[src/hw/rtl/bvma_pkg.sv]
`timescale 1ns / 1ps
`default_nettype none

package bvma_pkg;

  localparam int unsigned AdcSampleW = 12;
  localparam int unsigned InTdataW   = 16;
  localparam int unsigned MvW        = 16;
  localparam int unsigned IntervalW  = 16;
  localparam int unsigned GainW      = 32;
  localparam int unsigned ThreshW    = 16;
  localparam int unsigned CfgAddrW   = 2;
  localparam int unsigned CfgDataW   = 32;
  localparam int unsigned OutTdataW  = 32;
  localparam int unsigned OutTuserW  = 2;
  localparam int unsigned ProdW      = AdcSampleW + GainW;
  localparam int unsigned MvShift    = 16;

  localparam logic [CfgAddrW-1:0] RegInterval  = 2'd0;
  localparam logic [CfgAddrW-1:0] RegGain      = 2'd1;
  localparam logic [CfgAddrW-1:0] RegThreshold = 2'd2;

  localparam logic [IntervalW-1:0] IntervalRst  = 16'd100;
  localparam logic [GainW-1:0]     GainRst      = 32'd105600;
  localparam logic [ThreshW-1:0]   ThresholdRst = 16'd3300;

  typedef enum logic [2:0] {
    ST_IDLE,
    ST_MUL,
    ST_SUM,
    ST_DIV,
    ST_LOAD
  } state_e;

  // handshake between the sequencer and a serial arithmetic unit
  typedef struct packed {
    logic busy;
    logic done;
  } unit_status_t;

endpackage

`default_nettype wire

[src/hw/rtl/bvma_ram.sv]
`timescale 1ns / 1ps
`default_nettype none

module bvma_ram #(
  parameter int unsigned WIDTH = 16,
  parameter int unsigned DEPTH = 16
) (
  input  wire logic                                  clk_i,
  input  wire logic                                  we_i,
  input  wire logic [(DEPTH > 1 ? $clog2(DEPTH) : 1)-1:0] waddr_i,
  input  wire logic [WIDTH-1:0]                      wdata_i,
  input  wire logic                                  re_i,
  input  wire logic [(DEPTH > 1 ? $clog2(DEPTH) : 1)-1:0] raddr_i,
  output logic      [WIDTH-1:0]                      rdata_o
);

  logic [WIDTH-1:0] mem_q [DEPTH];

  always_ff @(posedge clk_i) begin
    if (we_i) begin
      mem_q[waddr_i] <= wdata_i;
    end
    if (re_i) begin
      rdata_o <= mem_q[raddr_i];
    end
  end

endmodule

`default_nettype wire

[src/hw/rtl/bvma_mult.sv]
`timescale 1ns / 1ps
`default_nettype none

// shift-add multiplier, one multiplier bit per cycle
module bvma_mult #(
  parameter int unsigned A_W = 12,
  parameter int unsigned B_W = 32
) (
  input  wire logic                 clk_i,
  input  wire logic                 rst_ni,
  input  wire logic                 start_i,
  input  wire logic [A_W-1:0]       a_i,
  input  wire logic [B_W-1:0]       b_i,
  output bvma_pkg::unit_status_t    status_o,
  output logic      [A_W+B_W-1:0]   prod_o
);

  import bvma_pkg::*;

  localparam int unsigned CntW = $clog2(B_W + 1);

  logic [A_W-1:0]     a_q;
  logic [B_W-1:0]     b_q, b_d;
  logic [A_W+B_W-1:0] acc_q, acc_d;
  logic [CntW-1:0]    cnt_q, cnt_d;
  logic               busy_q, busy_d;
  logic               done_q, done_d;
  logic [A_W:0]       part;

  assign part = {1'b0, acc_q[A_W+B_W-1:B_W]} + (b_q[0] ? {1'b0, a_q} : '0);

  always_comb begin
    b_d    = b_q;
    acc_d  = acc_q;
    cnt_d  = cnt_q;
    busy_d = busy_q;
    done_d = 1'b0;
    if (start_i) begin
      b_d    = b_i;
      acc_d  = '0;
      cnt_d  = CntW'(B_W);
      busy_d = 1'b1;
    end else if (busy_q) begin
      b_d   = b_q >> 1;
      acc_d = {part, acc_q[B_W-1:1]};
      cnt_d = cnt_q - 1'b1;
      if (cnt_q == CntW'(1)) begin
        busy_d = 1'b0;
        done_d = 1'b1;
      end
    end
  end

  always_ff @(posedge clk_i or negedge rst_ni) begin
    if (!rst_ni) begin
      cnt_q  <= '0;
      busy_q <= 1'b0;
      done_q <= 1'b0;
    end else begin
      cnt_q  <= cnt_d;
      busy_q <= busy_d;
      done_q <= done_d;
    end
  end

  always_ff @(posedge clk_i) begin
    if (start_i) begin
      a_q <= a_i;
    end
    b_q   <= b_d;
    acc_q <= acc_d;
  end

  assign status_o.busy = busy_q;
  assign status_o.done = done_q;
  assign prod_o        = acc_q;

endmodule

`default_nettype wire

[src/hw/rtl/bvma_div.sv]
`timescale 1ns / 1ps
`default_nettype none

// restoring divider, one quotient bit per cycle
module bvma_div #(
  parameter int unsigned N_W = 21,
  parameter int unsigned D_W = 5
) (
  input  wire logic               clk_i,
  input  wire logic               rst_ni,
  input  wire logic               start_i,
  input  wire logic [N_W-1:0]     num_i,
  input  wire logic [D_W-1:0]     den_i,
  output bvma_pkg::unit_status_t  status_o,
  output logic      [N_W-1:0]     quo_o
);

  import bvma_pkg::*;

  localparam int unsigned CntW = $clog2(N_W + 1);

  logic [N_W-1:0]  quo_q, quo_d;
  logic [D_W-1:0]  rem_q, rem_d;
  logic [D_W-1:0]  den_q;
  logic [CntW-1:0] cnt_q, cnt_d;
  logic            busy_q, busy_d;
  logic            done_q, done_d;
  logic [D_W:0]    trial;
  logic [D_W:0]    diff;
  logic            fits;

  assign trial = {rem_q, quo_q[N_W-1]};
  assign fits  = trial >= {1'b0, den_q};
  assign diff  = trial - {1'b0, den_q};

  always_comb begin
    quo_d  = quo_q;
    rem_d  = rem_q;
    cnt_d  = cnt_q;
    busy_d = busy_q;
    done_d = 1'b0;
    if (start_i) begin
      quo_d  = num_i;
      rem_d  = '0;
      cnt_d  = CntW'(N_W);
      busy_d = 1'b1;
    end else if (busy_q) begin
      quo_d = {quo_q[N_W-2:0], fits};
      rem_d = fits ? diff[D_W-1:0] : trial[D_W-1:0];
      cnt_d = cnt_q - 1'b1;
      if (cnt_q == CntW'(1)) begin
        busy_d = 1'b0;
        done_d = 1'b1;
      end
    end
  end

  always_ff @(posedge clk_i or negedge rst_ni) begin
    if (!rst_ni) begin
      cnt_q  <= '0;
      busy_q <= 1'b0;
      done_q <= 1'b0;
    end else begin
      cnt_q  <= cnt_d;
      busy_q <= busy_d;
      done_q <= done_d;
    end
  end

  always_ff @(posedge clk_i) begin
    if (start_i) begin
      den_q <= den_i;
    end
    quo_q <= quo_d;
    rem_q <= rem_d;
  end

  assign status_o.busy = busy_q;
  assign status_o.done = done_q;
  assign quo_o         = quo_q;

endmodule

`default_nettype wire

[src/hw/rtl/battery_voltage_moving_average.sv]
`timescale 1ns / 1ps
`default_nettype none

// Battery voltage moving average. Each input transfer is one millisecond tick
// carrying a converter reading. Every sample_interval_ms ticks the reading is
// scaled to millivolts (unsigned Q16.16 gain, truncated, saturated at 65535),
// pushed into a ring of FILTER_DEPTH samples, and one output transfer carries
// the raw value, the truncated mean of the stored samples, a valid flag once
// the ring is full and a low flag when the mean is below low_threshold_mv.
// A tick that takes no sample is accepted while idle and gives no output.
// A sampled tick keeps the block busy, with s_axis_tready low, while the
// bit-serial multiplier walks the 32 gain bits, then while the restoring
// divider produces one quotient bit per cycle over the running sum of
// SUM_W = 16 + clog2(FILTER_DEPTH + 1) bits. A finished result waits in the
// output register while new ticks are taken. No clearing pass after reset.
module battery_voltage_moving_average #(
  parameter int unsigned FILTER_DEPTH = 16,
  parameter int unsigned ADC_BITS     = 12
) (
  input  wire logic                               clk_i,
  input  wire logic                               rst_ni,
  input  wire logic                               cfg_we_i,
  input  wire logic [bvma_pkg::CfgAddrW-1:0]      cfg_addr_i,
  input  wire logic [bvma_pkg::CfgDataW-1:0]      cfg_wdata_i,
  input  wire logic                               s_axis_tvalid,
  output logic                                    s_axis_tready,
  input  wire logic [bvma_pkg::InTdataW-1:0]      s_axis_tdata,  // [11:0] adc_sample
  output logic                                    m_axis_tvalid,
  input  wire logic                               m_axis_tready,
  output logic      [bvma_pkg::OutTdataW-1:0]     m_axis_tdata,  // [15:0] raw_mv, [31:16] average_mv
  output logic      [bvma_pkg::OutTuserW-1:0]     m_axis_tuser   // [0] is_valid, [1] is_low
);

  import bvma_pkg::*;

  localparam int unsigned PosW = (FILTER_DEPTH > 1) ? $clog2(FILTER_DEPTH) : 1;
  localparam int unsigned CntW = $clog2(FILTER_DEPTH + 1);
  localparam int unsigned SumW = MvW + CntW;
  localparam logic [AdcSampleW-1:0] AdcMask =
    AdcSampleW'((33'd1 << ADC_BITS) - 33'd1);
  localparam logic [PosW-1:0] PosLast = PosW'(FILTER_DEPTH - 1);
  localparam logic [CntW-1:0] CntFull = CntW'(FILTER_DEPTH);

  state_e state_q, state_d;

  logic [IntervalW-1:0] interval_q;
  logic [GainW-1:0]     gain_q;
  logic [ThreshW-1:0]   thresh_q;
  logic [IntervalW-1:0] elapsed_q, elapsed_d, elapsed_inc;
  logic [PosW-1:0]      pos_q, pos_d;
  logic [CntW-1:0]      fill_q, fill_d;
  logic [SumW-1:0]      sum_q, sum_d;
  logic [MvW-1:0]       mv_q, mv_next;
  logic                 out_valid_q, out_valid_d;
  logic [MvW-1:0]       out_raw_q, out_avg_q;
  logic                 out_full_q, out_low_q;

  logic                 in_xfer, take_sample, full;
  logic                 ram_re, ram_we, mul_start, div_start, out_load;
  logic [MvW-1:0]       ram_rdata;
  logic [ProdW-1:0]     prod;
  logic [SumW-1:0]      quo;
  unit_status_t         mul_st, div_st;
  logic [AdcSampleW-1:0] adc;

  assign in_xfer     = s_axis_tvalid && s_axis_tready;
  assign elapsed_inc = (elapsed_q == '1) ? elapsed_q : elapsed_q + 1'b1;
  assign take_sample = !(elapsed_inc < interval_q);
  assign adc         = s_axis_tdata[AdcSampleW-1:0] & AdcMask;
  assign full        = (fill_q == CntFull);
  assign mv_next     = (|prod[ProdW-1:MvShift+MvW]) ? '1 : prod[MvShift+MvW-1:MvShift];

  // next state
  always_comb begin
    state_d = state_q;
    unique case (state_q)
      ST_IDLE: if (in_xfer && take_sample) state_d = ST_MUL;
      ST_MUL:  if (mul_st.done) state_d = ST_SUM;
      ST_SUM:  state_d = ST_DIV;
      ST_DIV:  if (div_st.done) state_d = ST_LOAD;
      ST_LOAD: if (!out_valid_q || m_axis_tready) state_d = ST_IDLE;
      default: state_d = ST_IDLE;
    endcase
  end

  // sequencer outputs
  always_comb begin
    s_axis_tready = 1'b0;
    ram_re        = 1'b0;
    mul_start     = 1'b0;
    ram_we        = 1'b0;
    div_start     = 1'b0;
    out_load      = 1'b0;
    unique case (state_q)
      ST_IDLE: begin
        s_axis_tready = 1'b1;
        ram_re        = s_axis_tvalid && take_sample;
        mul_start     = s_axis_tvalid && take_sample;
      end
      ST_MUL: ;
      ST_SUM: begin
        ram_we    = 1'b1;
        div_start = 1'b1;
      end
      ST_DIV: ;
      ST_LOAD: out_load = !out_valid_q || m_axis_tready;
      default: ;
    endcase
  end

  always_comb begin
    elapsed_d = elapsed_q;
    if (in_xfer) begin
      elapsed_d = take_sample ? '0 : elapsed_inc;
    end
  end

  always_comb begin
    pos_d  = pos_q;
    fill_d = fill_q;
    sum_d  = sum_q;
    if (ram_we) begin
      pos_d  = (pos_q == PosLast) ? '0 : pos_q + 1'b1;
      fill_d = full ? fill_q : fill_q + 1'b1;
      sum_d  = sum_q - (full ? {{CntW{1'b0}}, ram_rdata} : '0) + {{CntW{1'b0}}, mv_next};
    end
  end

  always_comb begin
    out_valid_d = out_valid_q;
    if (out_load) begin
      out_valid_d = 1'b1;
    end else if (m_axis_tready) begin
      out_valid_d = 1'b0;
    end
  end

  always_ff @(posedge clk_i or negedge rst_ni) begin
    if (!rst_ni) begin
      state_q     <= ST_IDLE;
      interval_q  <= IntervalRst;
      gain_q      <= GainRst;
      thresh_q    <= ThresholdRst;
      elapsed_q   <= '0;
      pos_q       <= '0;
      fill_q      <= '0;
      sum_q       <= '0;
      out_valid_q <= 1'b0;
    end else begin
      state_q     <= state_d;
      elapsed_q   <= elapsed_d;
      pos_q       <= pos_d;
      fill_q      <= fill_d;
      sum_q       <= sum_d;
      out_valid_q <= out_valid_d;
      if (cfg_we_i) begin
        unique case (cfg_addr_i)
          RegInterval:  interval_q <= cfg_wdata_i[IntervalW-1:0];
          RegGain:      gain_q     <= cfg_wdata_i[GainW-1:0];
          RegThreshold: thresh_q   <= cfg_wdata_i[ThreshW-1:0];
          default: ;
        endcase
      end
    end
  end

  always_ff @(posedge clk_i) begin
    if (ram_we) begin
      mv_q <= mv_next;
    end
    if (out_load) begin
      out_raw_q  <= mv_q;
      out_avg_q  <= quo[MvW-1:0];
      out_full_q <= full;
      out_low_q  <= quo[MvW-1:0] < thresh_q;
    end
  end

  bvma_ram #(
    .WIDTH (MvW),
    .DEPTH (FILTER_DEPTH)
  ) u_ring (
    .clk_i   (clk_i),
    .we_i    (ram_we),
    .waddr_i (pos_q),
    .wdata_i (mv_next),
    .re_i    (ram_re),
    .raddr_i (pos_q),
    .rdata_o (ram_rdata)
  );

  bvma_mult #(
    .A_W (AdcSampleW),
    .B_W (GainW)
  ) u_mult (
    .clk_i    (clk_i),
    .rst_ni   (rst_ni),
    .start_i  (mul_start),
    .a_i      (adc),
    .b_i      (gain_q),
    .status_o (mul_st),
    .prod_o   (prod)
  );

  bvma_div #(
    .N_W (SumW),
    .D_W (CntW)
  ) u_div (
    .clk_i    (clk_i),
    .rst_ni   (rst_ni),
    .start_i  (div_start),
    .num_i    (sum_d),
    .den_i    (fill_d),
    .status_o (div_st),
    .quo_o    (quo)
  );

  assign m_axis_tvalid = out_valid_q;
  assign m_axis_tdata  = {out_avg_q, out_raw_q};
  assign m_axis_tuser  = {out_low_q, out_full_q};

  a_fill_bound: assert property (@(posedge clk_i) disable iff (!rst_ni)
    fill_q <= CntFull)
    else $error("fill count beyond ring depth");

  a_mul_done_state: assert property (@(posedge clk_i) disable iff (!rst_ni)
    mul_st.done |-> state_q == ST_MUL)
    else $error("multiplier finished outside its phase");

  a_avg_fits: assert property (@(posedge clk_i) disable iff (!rst_ni)
    out_load |-> quo <= {{CntW{1'b0}}, {MvW{1'b1}}})
    else $error("average exceeds 16 bits");

  a_valid_flag: assert property (@(posedge clk_i) disable iff (!rst_ni)
    (m_axis_tvalid && m_axis_tuser[0]) |-> full)
    else $error("valid flag with ring not full");

  a_units_idle: assert property (@(posedge clk_i) disable iff (!rst_ni)
    state_q == ST_IDLE |-> !mul_st.busy && !div_st.busy)
    else $error("arithmetic unit busy while idle");

endmodule

`default_nettype wire

[config.mk]
export PLATFORM = sky130hd
export DESIGN_NAME = battery_voltage_moving_average
export DESIGN_NICKNAME = d
export VERILOG_FILES = /design/src/hw/rtl/bvma_pkg.sv /design/src/hw/rtl/bvma_ram.sv /design/src/hw/rtl/bvma_mult.sv /design/src/hw/rtl/bvma_div.sv /design/src/hw/rtl/battery_voltage_moving_average.sv
export SDC_FILE = /design/constraint.sdc
export NUM_CORES = 1
export LEC_CHECK = 0
export BUFFER_PORTS_ARGS = -buffer_cell sky130_fd_sc_hd__buf_2
export CAP_MARGIN = 15
export CORE_AREA = 2 2 183 256
export CTS_BUF_LIST = sky130_fd_sc_hd__clkbuf_16
export DETAILED_ROUTE_END_ITERATION = 10
export DIE_AREA = 0 0 185 258
export HOLD_SLACK_MARGIN = 0.06
export PLACE_DENSITY = 0.72
export SLEW_MARGIN = 30
export SYNTH_ARGS = -nofsm -noshare
export SYNTH_HDL_FRONTEND = slang
export SYNTH_SLANG_ARGS = --single-unit
[constraint.sdc]
create_clock -name clk_i -period 12 [get_ports clk_i]
set_input_delay 3 -clock clk_i [delete_from_list [all_inputs] [get_ports clk_i]]
set_output_delay 3 -clock clk_i [all_outputs]
set_load 0.005 [all_outputs]
======== Word-level counts from Yosys, hierarchy flattened ========
Memory sizes are Yosys's and may differ from the RTL's. A register that Yosys moved wholly into a read port is not among the register bits.
Index checks and enable logic that the tools add are counted.
operators by class
  $add $sub $neg .......................... 9
  magnitude comparators ................... 3
  equality and inequality tests ........... 15
  multiplexer cells ....................... 43
  reduce and logical (&&, ||, !) cells .... 16
operators with widths
  operator                                          number
  two-way mux 16 bit                                4
  two-way mux 32 bit                                2
  two-way mux 21 bit                                3
  < comparator 16 bit                               2
  two-way mux 5 bit                                 5
  adder 21 x 16 -> 21 bit                           1
  subtractor 21 x 16 -> 21 bit                      1
  two-way mux 1 bit                                 20
  adder 16 x 1 -> 16 bit, second input constant     1
  == test 16 bit, second input constant             1
  case mux 3 bit (5 select lines)                   1
  adder 12 x 13 -> 13 bit                           1
  two-way mux 12 bit                                1
  two-way mux 3 bit                                 4
  two-way mux 6 bit                                 2
  OR reduction 12 bit                               1
  == test 3 x 2 -> 1 bit, second input constant     2
  == test 6 x 1 -> 1 bit, second input constant     1
  greater-or-equal comparator 6 x 5 -> 1 bit        1
  AND reduction 2 bit                               3
  nonzero test 2 bit                                3
  subtractor 6 x 1 -> 6 bit, second input constant  1
  adder 5 x 1 -> 5 bit, second input constant       1
  == test 5 x 1 -> 1 bit, second input constant     1
  18 further kinds                                  23
storage, ports and cells
  flip-flop bits (word level) ............. 298
  bits in writable memories ............... 256
  input port bits ......................... 55
  output and inout bits ................... 36
  word-level logic and storage cells ...... 113
  memories ................................ 1
memory list
  name          words  bits a word  rd ports  clocked after memory_dff  write ports  line            source
  u_ring.mem_q  16     16           1         1                         1            bvma_ram.sv:17  logic [WIDTH-1:0] mem_q [DEPTH];

======== Longest topological paths before layout ========
  depth after elaboration ................. 7
  gate-level depth with buffers ........... 18
  gate-level depth less buffers ........... 17

======== By module ========
From an unflattened synthesis, not the netlist that was laid out.
second synthesis, totals
  cell total of the unflattened synthesis .. 1752
  area total of the unflattened synthesis .. 25289.3 um2
by module, submodules not included
  module                          times used  cells each  area an instance (um2)
  bvma_ram                        1           432         10202.3
  battery_voltage_moving_average  1           826         8961.1
  bvma_mult                       1           357         4290.4
  bvma_div                        1           137         1835.5

======== Worst setup path after synthesis ========
Ideal clock, no wire load.
  kind .................................... input to register
  start point ............................. in m_axis_tready
  end point ............................... reg out_avg_q[0], enable pin
  setup time .............................. 395 ps
  arrival ................................. 4008 ps
  setup slack ............................. 7597 ps
  stages .................................. 2
  buffers on the path ..................... 0
  cell sequence ........................... nand2b_1 > and3_1
on the way
  cells in the longest elaborated chain, start to end .. 2
ends and longest elaborated chain
  item                  line                                   source
  from (decl)           battery_voltage_moving_average.sv:29   input wire logic m_axis_tready,
  logical OR 1 bit      battery_voltage_moving_average.sv:106  ST_LOAD: out_load = !out_valid_q || m_axis_tready;
  two-way mux 1 bit     battery_voltage_moving_average.sv:94   unique case (state_q)
  net out_load          battery_voltage_moving_average.sv:59   logic ram_re, ram_we, mul_start, div_start, out_load;
  to (signal assigned)  battery_voltage_moving_average.sv:173  out_avg_q <= quo[MvW-1:0];
  to (decl)             battery_voltage_moving_average.sv:55   logic [MvW-1:0] out_raw_q, out_avg_q;
The timed path passes the listed nets, and every way through them passes these cells.
A chain may end at the register's enable or synchronous reset.

======== Worst setup path in the final report ========
  start point ............................. reg elapsed_q[0]
  end point ............................... reg u_mult.acc_q[39] (netlist: u_mult.prod_o[39])
on the way
  cells in the longest elaborated chain, start to end .. 6
  elaborated cells on any way between the ends .. 7
  classes of those cells .................. 1 x add/sub; 1 x order compare; 1 x eq/ne; 2 x mux; 2 x reduce/logical
ends and longest elaborated chain
  item                                                             line                                   source
  from (decl)                                                      battery_voltage_moving_average.sv:49   logic [IntervalW-1:0] elapsed_q, elapsed_d, elapsed_inc;
  from (signal assigned)                                           battery_voltage_moving_average.sv:151  elapsed_q <= elapsed_d;
  adder 16 x 1 -> 16 bit / == test 16 bit (equally long branches)  battery_voltage_moving_average.sv:67   assign elapsed_inc = (elapsed_q == '1) ? elapsed_q : elapsed_q + 1'b1;
  two-way mux 16 bit (*)                                           battery_voltage_moving_average.sv:67
  < comparator 16 bit (*)                                          battery_voltage_moving_average.sv:68   assign take_sample = !(elapsed_inc < interval_q);
  zero test 1 bit (*)                                              battery_voltage_moving_average.sv:68
  logical AND 1 bit (*)                                            battery_voltage_moving_average.sv:98   mul_start = s_axis_tvalid && take_sample;
  two-way mux 1 bit (*)                                            battery_voltage_moving_average.sv:94
  to (signal assigned)                                             bvma_mult.sv:71                        acc_q <= acc_d;
  to (decl)                                                        bvma_mult.sv:24                        logic [A_W+B_W-1:0] acc_q, acc_d;
Mark *: on every way between the ends. The rest lies on a longest branch, timed or not.

==> flow_summary.json <==
{
  "initial_core_util_pct": 53.2,
  "power-per-cell-area_nw_per_um2": 194,
  "clkLatencyLatePin_ns": 0.61,
  "grt_start_max_net_pins": 63,
  "synth_top_area_cell": "edfxtp_1",
  "iteration_0_drc_count_of_the_detailed_router": 1015,
  "critPathSlowestCell": "clkinv_2",
  "synth_top_flop_cell": "edfxtp_1",
  "worstSetupStartpointType": "flip-flop",
  "drt_pass1_iterations": 5,
  "setup.worst_path.end_class": "flip-flop",
  "outcome": "finished, final reports clean",
  "max_clock_freq_mhz": 181,
  "drive_gt1_share_pct": 19.3,
  "clockBufferDepth": 3,
  "global_route.usage.total_pct": 20.8,
  "floorplan.die.height_um": 258,
  "crit_path_cell_trace": "ha_1 > and3_1 > a2111oi_4 > and2_1 > nand4_1 > xnor2_1 > ha_1 > a21o_1 > a21o_1 > a21oi_1 > o21a_1 > o221ai_2 > nand3_2 > buf_4 > clkinv_2 > buf_4 > a211oi_1",
  "timing.final.crit_period_ns": 5.52,
  "row_count": 93,
  "finish.cell_count_without_fillers": 2453,
  "final_max_slew_viol_count": 0,
  "delay_of_the_slowest_critical_path_stage_ns": 0.55,
  "power_leakage_uw": 0.0113,
  "post_synth_main_area_contributors": "edfxtp_1, dfrtp_1, mux4_2, ha_1, nand2_1",
  "grt.overflow.total": 0,
  "cts_inserted_buffers": 50,
  "synth_nets": 1856,
  "die_area_um2": 47700,
  "setup_violations": 0,
  "synthesis.yosys.warnings": 0,
  "final_antenna_net_count": 0,
  "synth-seq-area-share_pct": 64.7,
  "route.met2.wl_um": 26100,
  "mostFrequentLayoutCells": "edfxtp_1, nand2_1, inv_1, dfrtp_1, nor2_1",
  "antennaDiodeCount": 0,
  "routabilityCongestion": 0.802,
  "cts_num_sinks": 554,
  "cp_data_required_time_ns": 12.49,
  "grt_antenna_before_repair": 0,
  "slew_headroom_pct": 37.4,
  "cpLargestDelayFamily": "compound AO/OA/AOI/OAI gates",
  "met3WireLength_um": 2320,
  "post-layout-total-power_uw": 5260,
  "cts_tree": "done",
  "synth_enable_flop_cells": 392,
  "final_nets": 1946,
  "critical_path_peak_fanout": 62,
  "crit_type": "reg -> reg",
  "drc_errors": 0,
  "hold_class": "reg -> reg",
  "htreeDepth": 2,
  "ys_ff_latch": 554,
  "hold_buffers": 0,
  "port_buffers": 86,
  "arrival_ns": 6.01,
  "syn2layout_area_growth_pct": 11.6,
  "dp_hpwl_um": 31400,
  "detail_route.wirelength_um": 48600,
  "clockRootBuffer": "clkbuf_16",
  "skew_ns": 0.0354,
  "clk_transition_reported_paths_ns": 0.06,
  "route.detailed.wl_per_inst_um": 19.8,
  "chipWidth_um": 185,
  "placed_cells_incl_taps": 2359,
  "synthCells": 1704,
  "cts.repair.resized": 0,
  "fillerInstances": 3476,
  "synthArstFlopShare_pct": 23.3,
  "hold_viol": 0,
  "post_synth.cell_area_avg_um2": 14.2,
  "fin_tns_setup_ns": 0,
  "routed-via-count": 13738,
  "mostFrequentLayoutCell": "edfxtp_1",
  "postCtsSetupRepairBufs": 0,
  "timing.hold.ws_ns": 0.416,
  "vias_per_cell": 5.60,
  "wl_met1_um": 18800,
  "top_level_ports": 91,
  "grt_pass1_wl_um": 76700,
  "top_layer": "met4",
  "core_region_area_um2": 45600,
  "grt_setup_unrepaired": "false",
  "worst_pin_slew_ns": 0.936,
  "first_global_vias": 14326,
  "syn_area_um2": 24200,
  "vdd_drop_max_mv": 0.149,
  "yosysUniqueCellTypes": 62,
  "critical_path_buffers_and_inverters": 3,
  "share_of_the_cycle_needed_by_the_critical_path_after_routing_pct": 46.0,
  "drv.max_cap_violation_count": 0,
  "synth_top_cell_area_share_pct": 48.5
}
-- worst reg2reg max path, cell delays in order, from the launching register on --
cell	delay (ns)
dfrtp_1	0.45
ha_1	0.28
and3_1	0.23
a2111oi_4	0.40
and2_1	0.28
nand4_1	0.19
xnor2_1	0.23
ha_1	0.28
a21o_1	0.19
a21o_1	0.17
a21oi_1	0.14
o21a_1	0.16
o221ai_2	0.33
nand3_2	0.20
buf_4	0.42
clkinv_2	0.60
buf_4	0.53
a211oi_1	0.35
-- layer usage --
| metal | vias up | GRT usage (%) |
|---|---|---|
| met5 | - | 0 |
| met4 | 0 | 6.88 |
| met3 | 87 | 2.91 |
| met2 | 353 | 38.1 |
| met1 | 6950 | 25.1 |
| li1 | 6348 | - |
-- cell usage after synthesis (12+ instances only) --
cell and count:
a21o_1 22, a21oi_1 36, and2_1 50, clkbuf_1 42, dfrtp_1 114, dfstp_2 15
dfxtp_1 33, edfxtp_1 392, fa_1 18, ha_1 79, inv_1 121, mux2_2 51
mux2i_1 30, mux4_2 80, nand2_1 201, nand2b_1 18, nand3_1 15, nand4_1 12
nor2_1 103, nor3_1 19, o21ai_0 74, xnor2_1 33, xor2_1 16
-- through the flow --
| stage | util, % | area, µm² | setup WS, ns |
|---|---|---|---|
| after floorplan | - | 24200 | 7.60 |
| after global placement | 55.4 | 25300 | 6.57 |
| after detailed placement | 55.5 | 25300 | 6.53 |
| after CTS | 59.3 | 27000 | 6.48 |
| after global routing | 59.3 | 27100 | 6.04 |
| final | 59.3 | 27100 | 6.48 |
-- where the power goes --
part,switching (µW),internal [µW]
clock,716,922
sequential,164,2330
combinational,615,510
total,1500,3760
-- final timing paths --
| check | startpoint | end | slack (ns) | cells past startpoint |
|---|---|---|---|---|
| max | elapsed_q[0] | u_mult.prod_o[39] | 6.48 | 17 |
| min | mv_q[13] | out_raw_q[13] | 0.42 | 0 |
| max reg2reg | elapsed_q[0] | u_mult.prod_o[39] | 6.48 | 17 |
| min reg2reg | mv_q[13] | out_raw_q[13] | 0.42 | 0 |
| max in group asynchronous | rst_ni | u_mult.busy_q | 7.88 | 3 |
| min in group asynchronous | rst_ni | gain_q[20] | 2.33 | 1 |
-- area by class of cell --
cell class	count	area [µm²]	area share (%)
repair buffers	102	568	2.10
inverters	122	459	1.70
flip-flops and latches	554	15700	58.0
clock buffers	50	1250	4.63
well taps	617	772	2.85
clock inverters	44	462	1.71
multi-input cells	964	7850	29.0
-- kinds of logic after synthesis --
family / synth area share [%]
compound gates: 5.06
mux: 11.0
xor+xnor: 1.77
flops: 64.7
buf+inv: 3.11
fa+ha+maj: 5.56
simple gates: 8.80
-- state kept, by name, summed over array words and instances, names as in the netlist, 6 cells and up --
register and count:
gain_q 32, u_ring.rdata_o 16, sum_q 21, elapsed_q 16, out_raw_q 16, u_mult.cnt_q 6
thresh_q 16, u_div.quo_o 21, mv_q 16, u_mult.a_q 12, u_mult.b_q 32, u_ring.mem_q 256
interval_q 16, out_avg_q 16, u_mult.prod_o 28
(Power assumes the default switching activity.)
